<file path="config.mk">
export PLATFORM = sky130hd
export DESIGN_NAME = md5_message_digest_flat
export DESIGN_NICKNAME = d
export VERILOG_FILES = /design/src/rtl/core/md5_pkg.sv /design/src/rtl/core/md5_if.sv /design/src/rtl/core/md5_ram.sv /design/src/rtl/core/md5_round.sv /design/src/rtl/core/md5_message_digest.sv /design/src/flat_wrapper.sv
export VERILOG_INCLUDE_DIRS = /design/src /design/src/rtl/core
export SDC_FILE = /design/constraint.sdc
export NUM_CORES = 2
export LEC_CHECK = 0
export ABC_AREA = 1
export ABC_CLOCK_PERIOD_IN_PS = 12020
export BUFFER_PORTS_ARGS = -buffer_cell sky130_fd_sc_hd__buf_2
export CAP_MARGIN = 20
export CORE_UTILIZATION = 26
export CTS_BUF_LIST = sky130_fd_sc_hd__clkbuf_8
export DETAILED_ROUTE_END_ITERATION = 16
export PLACE_DENSITY_LB_ADDON = 0.25
export SLEW_MARGIN = 20
export SYNTH_ARGS = -nofsm -noshare
export SYNTH_HDL_FRONTEND = slang
export SYNTH_SLANG_ARGS = --single-unit
</file>
<file path="constraint.sdc">
create_clock -name clock -period 12.02 [get_ports clock]
set_clock_uncertainty 0.2 [all_clocks]
set_input_delay 1.803 -clock clock [delete_from_list [all_inputs] [get_ports clock]]
set_output_delay 1.803 -clock clock [all_outputs]
set_load 0.02 [all_outputs]
</file>
<file path="src/rtl/core/md5_message_digest_defines.svh">
// Assertion macros shared by the MD5 digest RTL.
// Included by the modules that carry concurrent assertions; no other dependencies.
`ifndef MD5_MESSAGE_DIGEST_DEFINES_SVH
`define MD5_MESSAGE_DIGEST_DEFINES_SVH

// The consequent must hold in the same cycle as the antecedent.
`define MD5_ASSERT_SAME(label, clk, rst, ante, cons) \
   label: assert property (@(posedge clk) disable iff (rst) (ante) |-> (cons)) \
      else $error("MD5 assertion failed in the same cycle");

// The consequent must hold in the cycle after the antecedent.
`define MD5_ASSERT_NEXT(label, clk, rst, ante, cons) \
   label: assert property (@(posedge clk) disable iff (rst) (ante) |=> (cons)) \
      else $error("MD5 assertion failed one cycle later");

`endif

</file>
<file path="src/rtl/core/md5_pkg.sv">
// Shared types, constants and helper functions of the MD5 digest block.
// No dependencies; used by md5_round and the top level.
package md5_pkg;

   // Four 32-bit words of chaining or working state, index 0 is word A.
   typedef logic [3:0][31:0] chain_type;

   // Control from the sequencer to the round datapath.
   typedef struct packed {
      logic init;   // load working words from the chaining words
      logic prime;  // form the first round's pre-sum
      logic step;   // perform one round
   } round_ctrl_type;

   localparam logic [31:0] IV_A = 32'h67452301;
   localparam logic [31:0] IV_B = 32'hEFCDAB89;
   localparam logic [31:0] IV_C = 32'h98BADCFE;
   localparam logic [31:0] IV_D = 32'h10325476;

   localparam logic [7:0] PAD_BYTE = 8'h80;
   localparam logic [5:0] LEN_POS  = 6'd56;

   localparam int unsigned WORD_DEPTH = 16;

   // Additive round constants.
   localparam logic [31:0] ROUND_K [64] = '{
      32'hD76AA478, 32'hE8C7B756, 32'h242070DB, 32'hC1BDCEEE,
      32'hF57C0FAF, 32'h4787C62A, 32'hA8304613, 32'hFD469501,
      32'h698098D8, 32'h8B44F7AF, 32'hFFFF5BB1, 32'h895CD7BE,
      32'h6B901122, 32'hFD987193, 32'hA679438E, 32'h49B40821,
      32'hF61E2562, 32'hC040B340, 32'h265E5A51, 32'hE9B6C7AA,
      32'hD62F105D, 32'h02441453, 32'hD8A1E681, 32'hE7D3FBC8,
      32'h21E1CDE6, 32'hC33707D6, 32'hF4D50D87, 32'h455A14ED,
      32'hA9E3E905, 32'hFCEFA3F8, 32'h676F02D9, 32'h8D2A4C8A,
      32'hFFFA3942, 32'h8771F681, 32'h6D9D6122, 32'hFDE5380C,
      32'hA4BEEA44, 32'h4BDECFA9, 32'hF6BB4B60, 32'hBEBFBC70,
      32'h289B7EC6, 32'hEAA127FA, 32'hD4EF3085, 32'h04881D05,
      32'hD9D4D039, 32'hE6DB99E5, 32'h1FA27CF8, 32'hC4AC5665,
      32'hF4292244, 32'h432AFF97, 32'hAB9423A7, 32'hFC93A039,
      32'h655B59C3, 32'h8F0CCC92, 32'hFFEFF47D, 32'h85845DD1,
      32'h6FA87E4F, 32'hFE2CE6E0, 32'hA3014314, 32'h4E0811A1,
      32'hF7537E82, 32'hBD3AF235, 32'h2AD7D2BB, 32'hEB86D391
   };

   // Rotation amounts, indexed by round group and round modulo four.
   localparam logic [4:0] ROT_AMOUNT [16] = '{
      5'd7, 5'd12, 5'd17, 5'd22, 5'd5, 5'd9, 5'd14, 5'd20,
      5'd4, 5'd11, 5'd16, 5'd23, 5'd6, 5'd10, 5'd15, 5'd21
   };

   // Message word used by a given round.
   function automatic logic [3:0] word_sel(input logic [5:0] rnd);
      logic [3:0] n;
      logic [3:0] g;
      n = rnd[3:0];
      case (rnd[5:4])
         2'd0:    g = n;
         2'd1:    g = n * 4'd5 + 4'd1;
         2'd2:    g = n * 4'd3 + 4'd5;
         default: g = n * 4'd7;
      endcase
      return g;
   endfunction

   // Rotate left by a non-zero amount.
   function automatic logic [31:0] rotl(input logic [31:0] v, input logic [4:0] n);
      logic [63:0] wide;
      wide = {v, v} << n;
      return wide[63:32];
   endfunction

endpackage

</file>
<file path="src/rtl/core/md5_if.sv">
// Handshake channel interfaces of the MD5 digest block.
// Depends on nothing; the top level uses one of each.
interface md5_req_if;
   logic       valid;
   logic       ready;
   logic       action;
   logic [7:0] data_byte;

   modport source (output valid, output action, output data_byte, input ready);
   modport sink   (input valid, input action, input data_byte, output ready);
endinterface

interface md5_rsp_if;
   logic        valid;
   logic        ready;
   logic [31:0] digest_word;
   logic [1:0]  word_index;
   logic        last_word;

   modport source (output valid, output digest_word, output word_index, output last_word,
                   input ready);
   modport sink   (input valid, input digest_word, input word_index, input last_word,
                   output ready);
endinterface

</file>
<file path="src/rtl/core/md5_ram.sv">
// Generic single-write, single-read synchronous RAM with registered read data.
// No dependencies.
module md5_ram #(
   parameter int unsigned WIDTH = 32,
   parameter int unsigned DEPTH = 16
) (
   input  logic                     clock,
   input  logic                     wr_en,
   input  logic [$clog2(DEPTH)-1:0] wr_addr,
   input  logic [WIDTH-1:0]         wr_data,
   input  logic [$clog2(DEPTH)-1:0] rd_addr,
   output logic [WIDTH-1:0]         rd_data
);

   logic [WIDTH-1:0] mem_ff [DEPTH];
   logic [WIDTH-1:0] rd_data_ff;

   // Write port and registered read port.
   always_ff @(posedge clock) begin
      if (wr_en) begin
         mem_ff[wr_addr] <= wr_data;
      end
      rd_data_ff <= mem_ff[rd_addr];
   end

   assign rd_data = rd_data_ff;

endmodule

</file>
<file path="src/rtl/core/md5_round.sv">
// MD5 round datapath: working words, round counter and the one-round-per-cycle step.
// Depends on md5_pkg; takes message words from the block RAM in the cycle after addressing.
module md5_round (
   input  logic                  clock,
   input  logic                  reset,
   input  md5_pkg::round_ctrl_type ctrl,
   input  md5_pkg::chain_type    chain,
   input  logic [31:0]           w_word,
   output md5_pkg::chain_type    work,
   output logic [3:0]            rd_addr,
   output logic                  round_last
);

   md5_pkg::chain_type work_ff, work_in;
   logic [31:0] pre_ff, pre_in;
   logic [5:0]  rnd_ff, rnd_in;
   logic [5:0]  rnd_next, rnd_next2;
   logic [31:0] f_val, sum_val, rot_val;
   logic [4:0]  shift;

   assign rnd_next  = rnd_ff + 6'd1;
   assign rnd_next2 = rnd_ff + 6'd2;

   // Round function of the current group.
   always_comb begin
      case (rnd_ff[5:4])
         2'd0:    f_val = (work_ff[1] & work_ff[2]) | (~work_ff[1] & work_ff[3]);
         2'd1:    f_val = (work_ff[3] & work_ff[1]) | (~work_ff[3] & work_ff[2]);
         2'd2:    f_val = work_ff[1] ^ work_ff[2] ^ work_ff[3];
         default: f_val = work_ff[2] ^ (work_ff[1] | ~work_ff[3]);
      endcase
   end

   // The pre-sum already holds A + K + W, so a round adds F, rotates and adds B.
   assign shift   = md5_pkg::ROT_AMOUNT[{rnd_ff[5:4], rnd_ff[1:0]}];
   assign sum_val = pre_ff + f_val;
   assign rot_val = md5_pkg::rotl(sum_val, shift);

   // Next-state logic; the RAM is addressed one round ahead of the pre-sum.
   always_comb begin
      work_in = work_ff;
      pre_in  = pre_ff;
      rnd_in  = rnd_ff;
      rd_addr = 4'd0;
      if (ctrl.init) begin
         work_in = chain;
         rd_addr = md5_pkg::word_sel(6'd0);
      end
      if (ctrl.prime) begin
         pre_in  = chain[0] + md5_pkg::ROUND_K[0] + w_word;
         rnd_in  = 6'd0;
         rd_addr = md5_pkg::word_sel(6'd1);
      end
      if (ctrl.step) begin
         work_in[0] = work_ff[3];
         work_in[3] = work_ff[2];
         work_in[2] = work_ff[1];
         work_in[1] = work_ff[1] + rot_val;
         // The next round's A is the current D.
         pre_in  = work_ff[3] + md5_pkg::ROUND_K[rnd_next] + w_word;
         rnd_in  = rnd_next;
         rd_addr = md5_pkg::word_sel(rnd_next2);
      end
   end

   always_ff @(posedge clock) begin
      if (reset) begin
         rnd_ff <= 6'd0;
      end else begin
         rnd_ff <= rnd_in;
      end
   end

   always_ff @(posedge clock) begin
      work_ff <= work_in;
      pre_ff  <= pre_in;
   end

   assign work       = work_ff;
   assign round_last = (rnd_ff == 6'd63);

endmodule

</file>
<file path="src/rtl/core/md5_message_digest.sv">
// MD5 digest top level: byte intake, padding sequencer, chaining words and digest output.
// Bytes are absorbed only while idle; each full 64-byte block then runs a compression
// (load, prime, 64 rounds at one per cycle, fold) before the next byte is taken.
// A finish item pads one byte per cycle up to the block end, compresses once or twice,
// then offers one digest word per cycle through the output register unless ready is held low.
// Reset is synchronous: chaining words return to the initial values, counts clear.
`include "md5_message_digest_defines.svh"

module md5_message_digest (
   input  logic      clock,
   input  logic      reset,
   md5_req_if.sink   req_chan,
   md5_rsp_if.source rsp_chan
);

   localparam logic [2:0] S_IDLE  = 3'd0;
   localparam logic [2:0] S_PAD   = 3'd1;
   localparam logic [2:0] S_LEN   = 3'd2;
   localparam logic [2:0] S_LOAD  = 3'd3;
   localparam logic [2:0] S_PRIME = 3'd4;
   localparam logic [2:0] S_ROUND = 3'd5;
   localparam logic [2:0] S_FOLD  = 3'd6;
   localparam logic [2:0] S_EMIT  = 3'd7;

   logic [2:0]  state_ff, state_in;
   logic [2:0]  ret_ff, ret_in;
   logic [5:0]  fill_ff, fill_in;
   logic [63:0] bits_ff, bits_in;
   logic        pad_first_ff, pad_first_in;
   logic [23:0] acc_ff, acc_in;
   logic [1:0]  idx_ff, idx_in;
   md5_pkg::chain_type chain_ff, chain_in;

   logic        rsp_valid_ff, rsp_valid_in;
   logic [31:0] rsp_word_ff, rsp_word_in;
   logic [1:0]  rsp_index_ff, rsp_index_in;
   logic        rsp_last_ff, rsp_last_in;

   logic        req_take;
   logic        push;
   logic [7:0]  push_byte;
   logic        wr_en;
   logic [31:0] wr_data;
   logic [3:0]  rd_addr;
   logic [31:0] rd_data;
   logic        emit_load;
   logic        round_last;
   md5_pkg::round_ctrl_type round_ctrl;
   md5_pkg::chain_type work;

   assign req_chan.ready = (state_ff == S_IDLE);
   assign req_take       = req_chan.valid && req_chan.ready;
   assign emit_load      = (state_ff == S_EMIT) && (!rsp_valid_ff || rsp_chan.ready);

   // Byte source: message bytes when idle, pad and length bytes while finishing.
   always_comb begin
      push      = 1'b0;
      push_byte = 8'd0;
      case (state_ff)
         S_IDLE: begin
            push      = req_take && !req_chan.action;
            push_byte = req_chan.data_byte;
         end
         S_PAD: begin
            push      = 1'b1;
            push_byte = pad_first_ff ? md5_pkg::PAD_BYTE : 8'd0;
         end
         S_LEN: begin
            push      = 1'b1;
            push_byte = bits_ff[{fill_ff[2:0], 3'b000} +: 8];
         end
         default: begin
            push      = 1'b0;
            push_byte = 8'd0;
         end
      endcase
   end

   // Bytes gather little-endian into a word; the fourth byte writes the word out.
   assign wr_en   = push && (fill_ff[1:0] == 2'd3);
   assign wr_data = {push_byte, acc_ff};

   always_comb begin
      acc_in = acc_ff;
      if (push && (fill_ff[1:0] != 2'd3)) begin
         acc_in[{fill_ff[1:0], 3'b000} +: 8] = push_byte;
      end
   end

   assign round_ctrl.init  = (state_ff == S_LOAD);
   assign round_ctrl.prime = (state_ff == S_PRIME);
   assign round_ctrl.step  = (state_ff == S_ROUND);

   // Sequencer.
   always_comb begin
      state_in     = state_ff;
      ret_in       = ret_ff;
      fill_in      = fill_ff;
      bits_in      = bits_ff;
      pad_first_in = pad_first_ff;
      idx_in       = idx_ff;
      chain_in     = chain_ff;
      if (push) begin
         fill_in = fill_ff + 6'd1;
      end
      unique case (state_ff)
         S_IDLE: begin
            if (req_take && req_chan.action) begin
               pad_first_in = 1'b1;
               state_in     = S_PAD;
            end else if (req_take) begin
               bits_in = bits_ff + 64'd8;
               if (fill_ff == 6'd63) begin
                  ret_in   = S_IDLE;
                  state_in = S_LOAD;
               end
            end
         end
         S_PAD: begin
            pad_first_in = 1'b0;
            if (fill_ff == 6'd63) begin
               ret_in   = S_PAD;
               state_in = S_LOAD;
            end else if (fill_in == md5_pkg::LEN_POS) begin
               state_in = S_LEN;
            end
         end
         S_LEN: begin
            if (fill_ff == 6'd63) begin
               ret_in   = S_EMIT;
               state_in = S_LOAD;
            end
         end
         S_LOAD: begin
            state_in = S_PRIME;
         end
         S_PRIME: begin
            state_in = S_ROUND;
         end
         S_ROUND: begin
            if (round_last) begin
               state_in = S_FOLD;
            end
         end
         S_FOLD: begin
            chain_in[0] = chain_ff[0] + work[0];
            chain_in[1] = chain_ff[1] + work[1];
            chain_in[2] = chain_ff[2] + work[2];
            chain_in[3] = chain_ff[3] + work[3];
            state_in    = ret_ff;
         end
         S_EMIT: begin
            if (emit_load) begin
               idx_in = idx_ff + 2'd1;
               if (idx_ff == 2'd3) begin
                  // Digest is out: start the next message afresh.
                  chain_in = {md5_pkg::IV_D, md5_pkg::IV_C, md5_pkg::IV_B, md5_pkg::IV_A};
                  bits_in  = 64'd0;
                  fill_in  = 6'd0;
                  state_in = S_IDLE;
               end
            end
         end
         default: begin
            state_in = S_IDLE;
         end
      endcase
   end

   // Output register for digest words.
   always_comb begin
      rsp_valid_in = rsp_valid_ff;
      rsp_word_in  = rsp_word_ff;
      rsp_index_in = rsp_index_ff;
      rsp_last_in  = rsp_last_ff;
      if (emit_load) begin
         rsp_valid_in = 1'b1;
         rsp_word_in  = chain_ff[idx_ff];
         rsp_index_in = idx_ff;
         rsp_last_in  = (idx_ff == 2'd3);
      end else if (rsp_chan.ready) begin
         rsp_valid_in = 1'b0;
      end
   end

   always_ff @(posedge clock) begin
      if (reset) begin
         state_ff     <= S_IDLE;
         ret_ff       <= S_IDLE;
         fill_ff      <= 6'd0;
         bits_ff      <= 64'd0;
         pad_first_ff <= 1'b0;
         idx_ff       <= 2'd0;
         chain_ff     <= {md5_pkg::IV_D, md5_pkg::IV_C, md5_pkg::IV_B, md5_pkg::IV_A};
         rsp_valid_ff <= 1'b0;
      end else begin
         state_ff     <= state_in;
         ret_ff       <= ret_in;
         fill_ff      <= fill_in;
         bits_ff      <= bits_in;
         pad_first_ff <= pad_first_in;
         idx_ff       <= idx_in;
         chain_ff     <= chain_in;
         rsp_valid_ff <= rsp_valid_in;
      end
   end

   always_ff @(posedge clock) begin
      acc_ff       <= acc_in;
      rsp_word_ff  <= rsp_word_in;
      rsp_index_ff <= rsp_index_in;
      rsp_last_ff  <= rsp_last_in;
   end

   assign rsp_chan.valid       = rsp_valid_ff;
   assign rsp_chan.digest_word = rsp_word_ff;
   assign rsp_chan.word_index  = rsp_index_ff;
   assign rsp_chan.last_word   = rsp_last_ff;

   // Message block store, one 32-bit word per entry.
   md5_ram #(
      .WIDTH (32),
      .DEPTH (md5_pkg::WORD_DEPTH)
   ) u_block_ram (
      .clock   (clock),
      .wr_en   (wr_en),
      .wr_addr (fill_ff[5:2]),
      .wr_data (wr_data),
      .rd_addr (rd_addr),
      .rd_data (rd_data)
   );

   md5_round u_round (
      .clock      (clock),
      .reset      (reset),
      .ctrl       (round_ctrl),
      .chain      (chain_ff),
      .w_word     (rd_data),
      .work       (work),
      .rd_addr    (rd_addr),
      .round_last (round_last)
   );

   // Length bytes are only sent in the last eight byte slots of a block.
   `MD5_ASSERT_SAME(a_len_slot, clock, reset, state_ff == S_LEN, fill_ff[5:3] == 3'b111)
   // The sixty-fourth round is always followed by the fold.
   `MD5_ASSERT_NEXT(a_round_fold, clock, reset, (state_ff == S_ROUND) && round_last,
                    state_ff == S_FOLD)
   // A digest word only appears after the sequencer has loaded it.
   `MD5_ASSERT_SAME(a_rsp_source, clock, reset, $rose(rsp_valid_ff), $past(emit_load))
   // After the last word the length and fill start again from zero.
   `MD5_ASSERT_NEXT(a_restart, clock, reset, emit_load && (idx_ff == 2'd3),
                    (bits_ff == 64'd0) && (fill_ff == 6'd0) && (state_ff == S_IDLE))

endmodule

</file>
<file path="src/flat_wrapper.sv">
// flat-port wrapper written by rule: the top's interface ports become plain ports
module md5_message_digest_flat 
  (clock, reset, req_chan_valid, req_chan_action, req_chan_data_byte, req_chan_ready, rsp_chan_valid, rsp_chan_digest_word, rsp_chan_word_index, rsp_chan_last_word, rsp_chan_ready);
  md5_req_if req_chan_i ();
  md5_rsp_if rsp_chan_i ();
  input  logic clock;
  input  logic reset;
  input wire logic [$bits(req_chan_i.valid)-1:0] req_chan_valid;
  input wire logic [$bits(req_chan_i.action)-1:0] req_chan_action;
  input wire logic [$bits(req_chan_i.data_byte)-1:0] req_chan_data_byte;
  output wire logic [$bits(req_chan_i.ready)-1:0] req_chan_ready;
  output wire logic [$bits(rsp_chan_i.valid)-1:0] rsp_chan_valid;
  output wire logic [$bits(rsp_chan_i.digest_word)-1:0] rsp_chan_digest_word;
  output wire logic [$bits(rsp_chan_i.word_index)-1:0] rsp_chan_word_index;
  output wire logic [$bits(rsp_chan_i.last_word)-1:0] rsp_chan_last_word;
  input wire logic [$bits(rsp_chan_i.ready)-1:0] rsp_chan_ready;
  assign req_chan_i.valid = req_chan_valid;
  assign req_chan_i.action = req_chan_action;
  assign req_chan_i.data_byte = req_chan_data_byte;
  assign req_chan_ready = req_chan_i.ready;
  assign rsp_chan_valid = rsp_chan_i.valid;
  assign rsp_chan_digest_word = rsp_chan_i.digest_word;
  assign rsp_chan_word_index = rsp_chan_i.word_index;
  assign rsp_chan_last_word = rsp_chan_i.last_word;
  assign rsp_chan_i.ready = rsp_chan_ready;
  md5_message_digest u_core (.clock(clock), .reset(reset), .req_chan(req_chan_i), .rsp_chan(rsp_chan_i));
endmodule
</file>
==> out/metrics.csv <==
stage,metric,value,unit
outcome,status,"finished, violations left",
outcome,violations,DRC,
route,avgViaCountPerCell,4.993,
cts,hold_buffers,0,
cts,cts_root_buf,clkbuf_8,
route,final_antenna_net_count,0,
placement,numPortBuffers,49,
placement,placed_cells,10930,
floorplanning,start_util,26.18,%
yosys,synth_edf_count,731,
timing,hold_viol,0,
finish,fillCellCount,25590,
route,drt_iter0_markers,5443,
cts,cts_tree,done,
finish,nets,8308,
route,routed_wl,247.2,mm
setup_path,endpoint_kind,flip-flop,
cts,clock_sinks,973,
timing,post-route-min-period,7.543,ns
route,firstDrtPassIters,14,
floorplanning,core_area,238100,sq um
power,power_frac_comb,46.7,%
yosys,avgSynthCellArea,7.841,sq um
yosys,syn_inst,7948,
route,vias,56180,
setup_path,crit_path_max_incr_delay,0.58,ns
timing,relSlewSlack,27.58,%
cts,post_cts_resized,0,
yosys,synth_nets,8321,
setup_path,cpMostUsedCell,nand2_1,
grt,grt_pass1_vias,53050,
setup_path,cp_data_required_time,12.47,ns
yosys,ys.flop_type,edfxtp_1,
grt,grt_max_degree,205,
grt,grt.total_usage,19.83,%
timing,max_freq,132.6,MHz
floorplanning,die_h,491.6,um
floorplanning,io_pins,50,
yosys,yosys_register_bits,973,
floorplanning,dieArea,241700,sq um
grt,grt_pass1_wl,356.7,mm
worst_hold_path,worstHoldPathType,reg -> reg,
setup_path,criticalPathCategory,reg -> reg,
power,intPower,7.826,mW
cts,insertion_delay,0.95,ns
finish,ff_latch_area,26800,sq um
floorplanning,die_width,491.6,um
timing,tns,0,ns
setup_path,rrSetupSlack,4.48,ns
placement,hpwl,176.8,mm
yosys,async_flop_share,0,%
timing,period_share,62.76,%
timing,setup_ws,4.477,ns
route,drc_errors,14,
timing,report.final.slew_viol_count,0,
power,p_leak,28.88,nW
timing,tightest_slew,1.086,ns
setup_path,crit_fanout,32,
power,power.net_switching,6.472,mW
setup_path,crit_slowest_cell,dfxtp_1,
power,swShare,45.26,%
cts,cts_setup_buffers,0,
timing,finalSetupViolCount,0,
finish,area_delta_synth_final,11.77,%
placement,place_ws,4.393,ns
cts,cts_max_level,4,
power,worst_ir_drop_vdd,0.0002095,V
timing,rsz0062_at_grt,false,
grt,antenna_found_initial,7,
power,pwr-share-seq,30.9,%
finish,fin_cells,11250,
floorplanning,rows,179,
placement,finalWeightedCongestion,0.9615,
setup_path,crit_arrival,7.99,ns
yosys,syn_area,62320,sq um
grt,overflow,0,
cts,clockBufferDepth,3,
finish,drive_gt1_share,5.903,%
cts,cts_buffers,172,
finish,multi_input_area,30330,sq um
cts,clk_pin_slew,0.06,ns
setup_path,cp-start-kind,flip-flop,
yosys,yosys_warnings,0,
route,wl_per_cell,21.97,um
power,power_density,205.3,nW/um^2
power,clkPwrFrac,22.3,%
job,cap_violations,0,
yosys,ys_types,65,
yosys,ys_seq_area_share,43.00,%
final cells by class:
cell class | count | area share, %
multi-input cells | 5566 | 43.54
repair buffers | 130 | 1.347
well taps | 3167 | 5.688
diodes | 5 | 0.01796
clock buffers | 196 | 3.872
inverters | 1092 | 5.908
clock inverters | 123 | 1.155
flip-flops and latches | 973 | 38.47
cells in the final DEF, fill, tap and decap left out, drive strengths merged, types with 40 or more instances in the layout:
master,netlist,layout
nand2,1689,1689
inv,1086,1166
nand3,732,732
edfxtp,731,731
a21oi,653,653
nor2,604,604
o21ai,603,603
ha,318,318
o211ai,303,303
dfxtp,242,242
clkbuf,198,196
nor3,136,136
buf,119,130
xor2,86,86
nor4,46,46
xnor2,43,43
fa,42,42
clkinv,6,42
o22ai,40,40
nand4,40,40
Yosys cell counts (18+ instances only):
cell	count	area share (%)
inv_1	1066	6.4
nor2_1	599	3.6
ha_1	318	6.4
nand2_1	1685	10
buf_2	75	0.60
edfxtp_1	731	35
xnor2_1	43	0.60
o21a_1	24	0.29
inv_2	19	0.11
or2_2	34	0.34
dfxtp_1	242	7.8
o21ai_0	601	4.8
nor3_1	135	1.1
nand4_1	39	0.39
o21bai_1	18	0.22
o221ai_1	18	0.25
a31oi_1	26	0.26
a21oi_1	653	5.2
fa_1	42	1.3
a21o_1	18	0.22
nand3_1	729	5.9
buf_1	32	0.19
xor2_1	84	1.2
clkbuf_1	198	1.2
o211ai_1	302	3.6
nor4_1	46	0.46
o22ai_1	40	0.40
metrics by stage:
stage	power [mW]	cell area, sq um	hold slack (ns)	util [%]
floorplan	9.013	62320	0.2268	-
global placement	11.10	66090	0.2379	27.76
detailed placement	11.10	66100	0.2597	27.76
CTS	14.34	69600	0.2706	29.23
global route	15.35	69660	0.2871	29.26
finish	14.30	69660	0.2680	29.26
power groups by stage:
| stage | sequential [mW] | combinational, mW | clock (mW) |
|---|---|---|---|
| after floorplan | 4.32 | 4.69 | 0 |
| after global placement | 4.48 | 6.62 | 0 |
| after detailed placement | 4.49 | 6.61 | 0 |
| after CTS | 4.42 | 6.64 | 3.28 |
| after global routing | 4.44 | 7.48 | 3.42 |
| final | 4.43 | 6.68 | 3.19 |
routing by layer:
layer / vias up / global-route usage [%] / wire length (um)
met2: 1835 / 32.46 / 114400
met1: 26810 / 25.89 / 107600
met5: - / 0 / 0
met3: 390 / 3.056 / 14660
met4: 0 / 8.301 / 10650
li1: 27150 / - / -
path summary, 6_finish.rpt:
check,start,end,cells after the start
min reg2reg,u_core.pad_first_ff$_SDFFE_PP0P_,u_core.pad_first_ff$_SDFFE_PP0P_,2
min,u_core.pad_first_ff$_SDFFE_PP0P_,u_core.pad_first_ff$_SDFFE_PP0P_,2
max reg2reg,u_core.u_round.rnd_ff[4]$_SDFFE_PP0N_,u_core.u_round.work[54]$_DFFE_PP_,34
max,u_core.u_round.rnd_ff[4]$_SDFFE_PP0N_,u_core.u_round.work[54]$_DFFE_PP_,34
flip-flops by register name (all words and copies together) (netlist names), 2 cells and up:
signal,flops
u_core.rsp_chan.word_index,2
u_core.u_block_ram.rd_data,32
u_core.rsp_chan.digest_word,32
u_core.u_round.rnd_ff,6
u_core.idx_ff,2
u_core.u_round.work,128
u_core.u_block_ram.mem_ff,512
u_core.fill_ff,6
u_core.acc_ff,24
u_core.state_ff,3
u_core.ret_ff,2
u_core.chain_ff,128
u_core.u_round.pre_ff,32
u_core.bits_ff,61
cell families (layout without fill, tap and decap cells):
| kind of cell | after synthesis | after routing | share of synthesized area (%) |
|---|---|---|---|
| xor+xnor | 129 | 129 | 1.837 |
| compound gates | 1771 | 1771 | 16.30 |
| fa+ha+maj | 360 | 360 | 7.733 |
| buf+inv | 1409 | 1541 | 8.713 |
| mux | 3 | 3 | 0.04819 |
| simple gates | 3303 | 3303 | 22.38 |
| flops | 973 | 973 | 43.00 |
| other cells | 0 | 5 | 0 |
worst max-delay path, delay by kind of cell (launching register included):
kind                     cells  cell delay (ns)
AO/OA/AOI/OAI                8             2.10
XOR/XNOR                     2             0.43
adder cells (fa/ha/maj)      3             0.91
buffers and inverters        4             0.64
flip-flops                   1             0.58
multiplexers                 1             0.15
AND/OR/NAND/NOR             16             2.26
(Power assumes the default switching activity.)
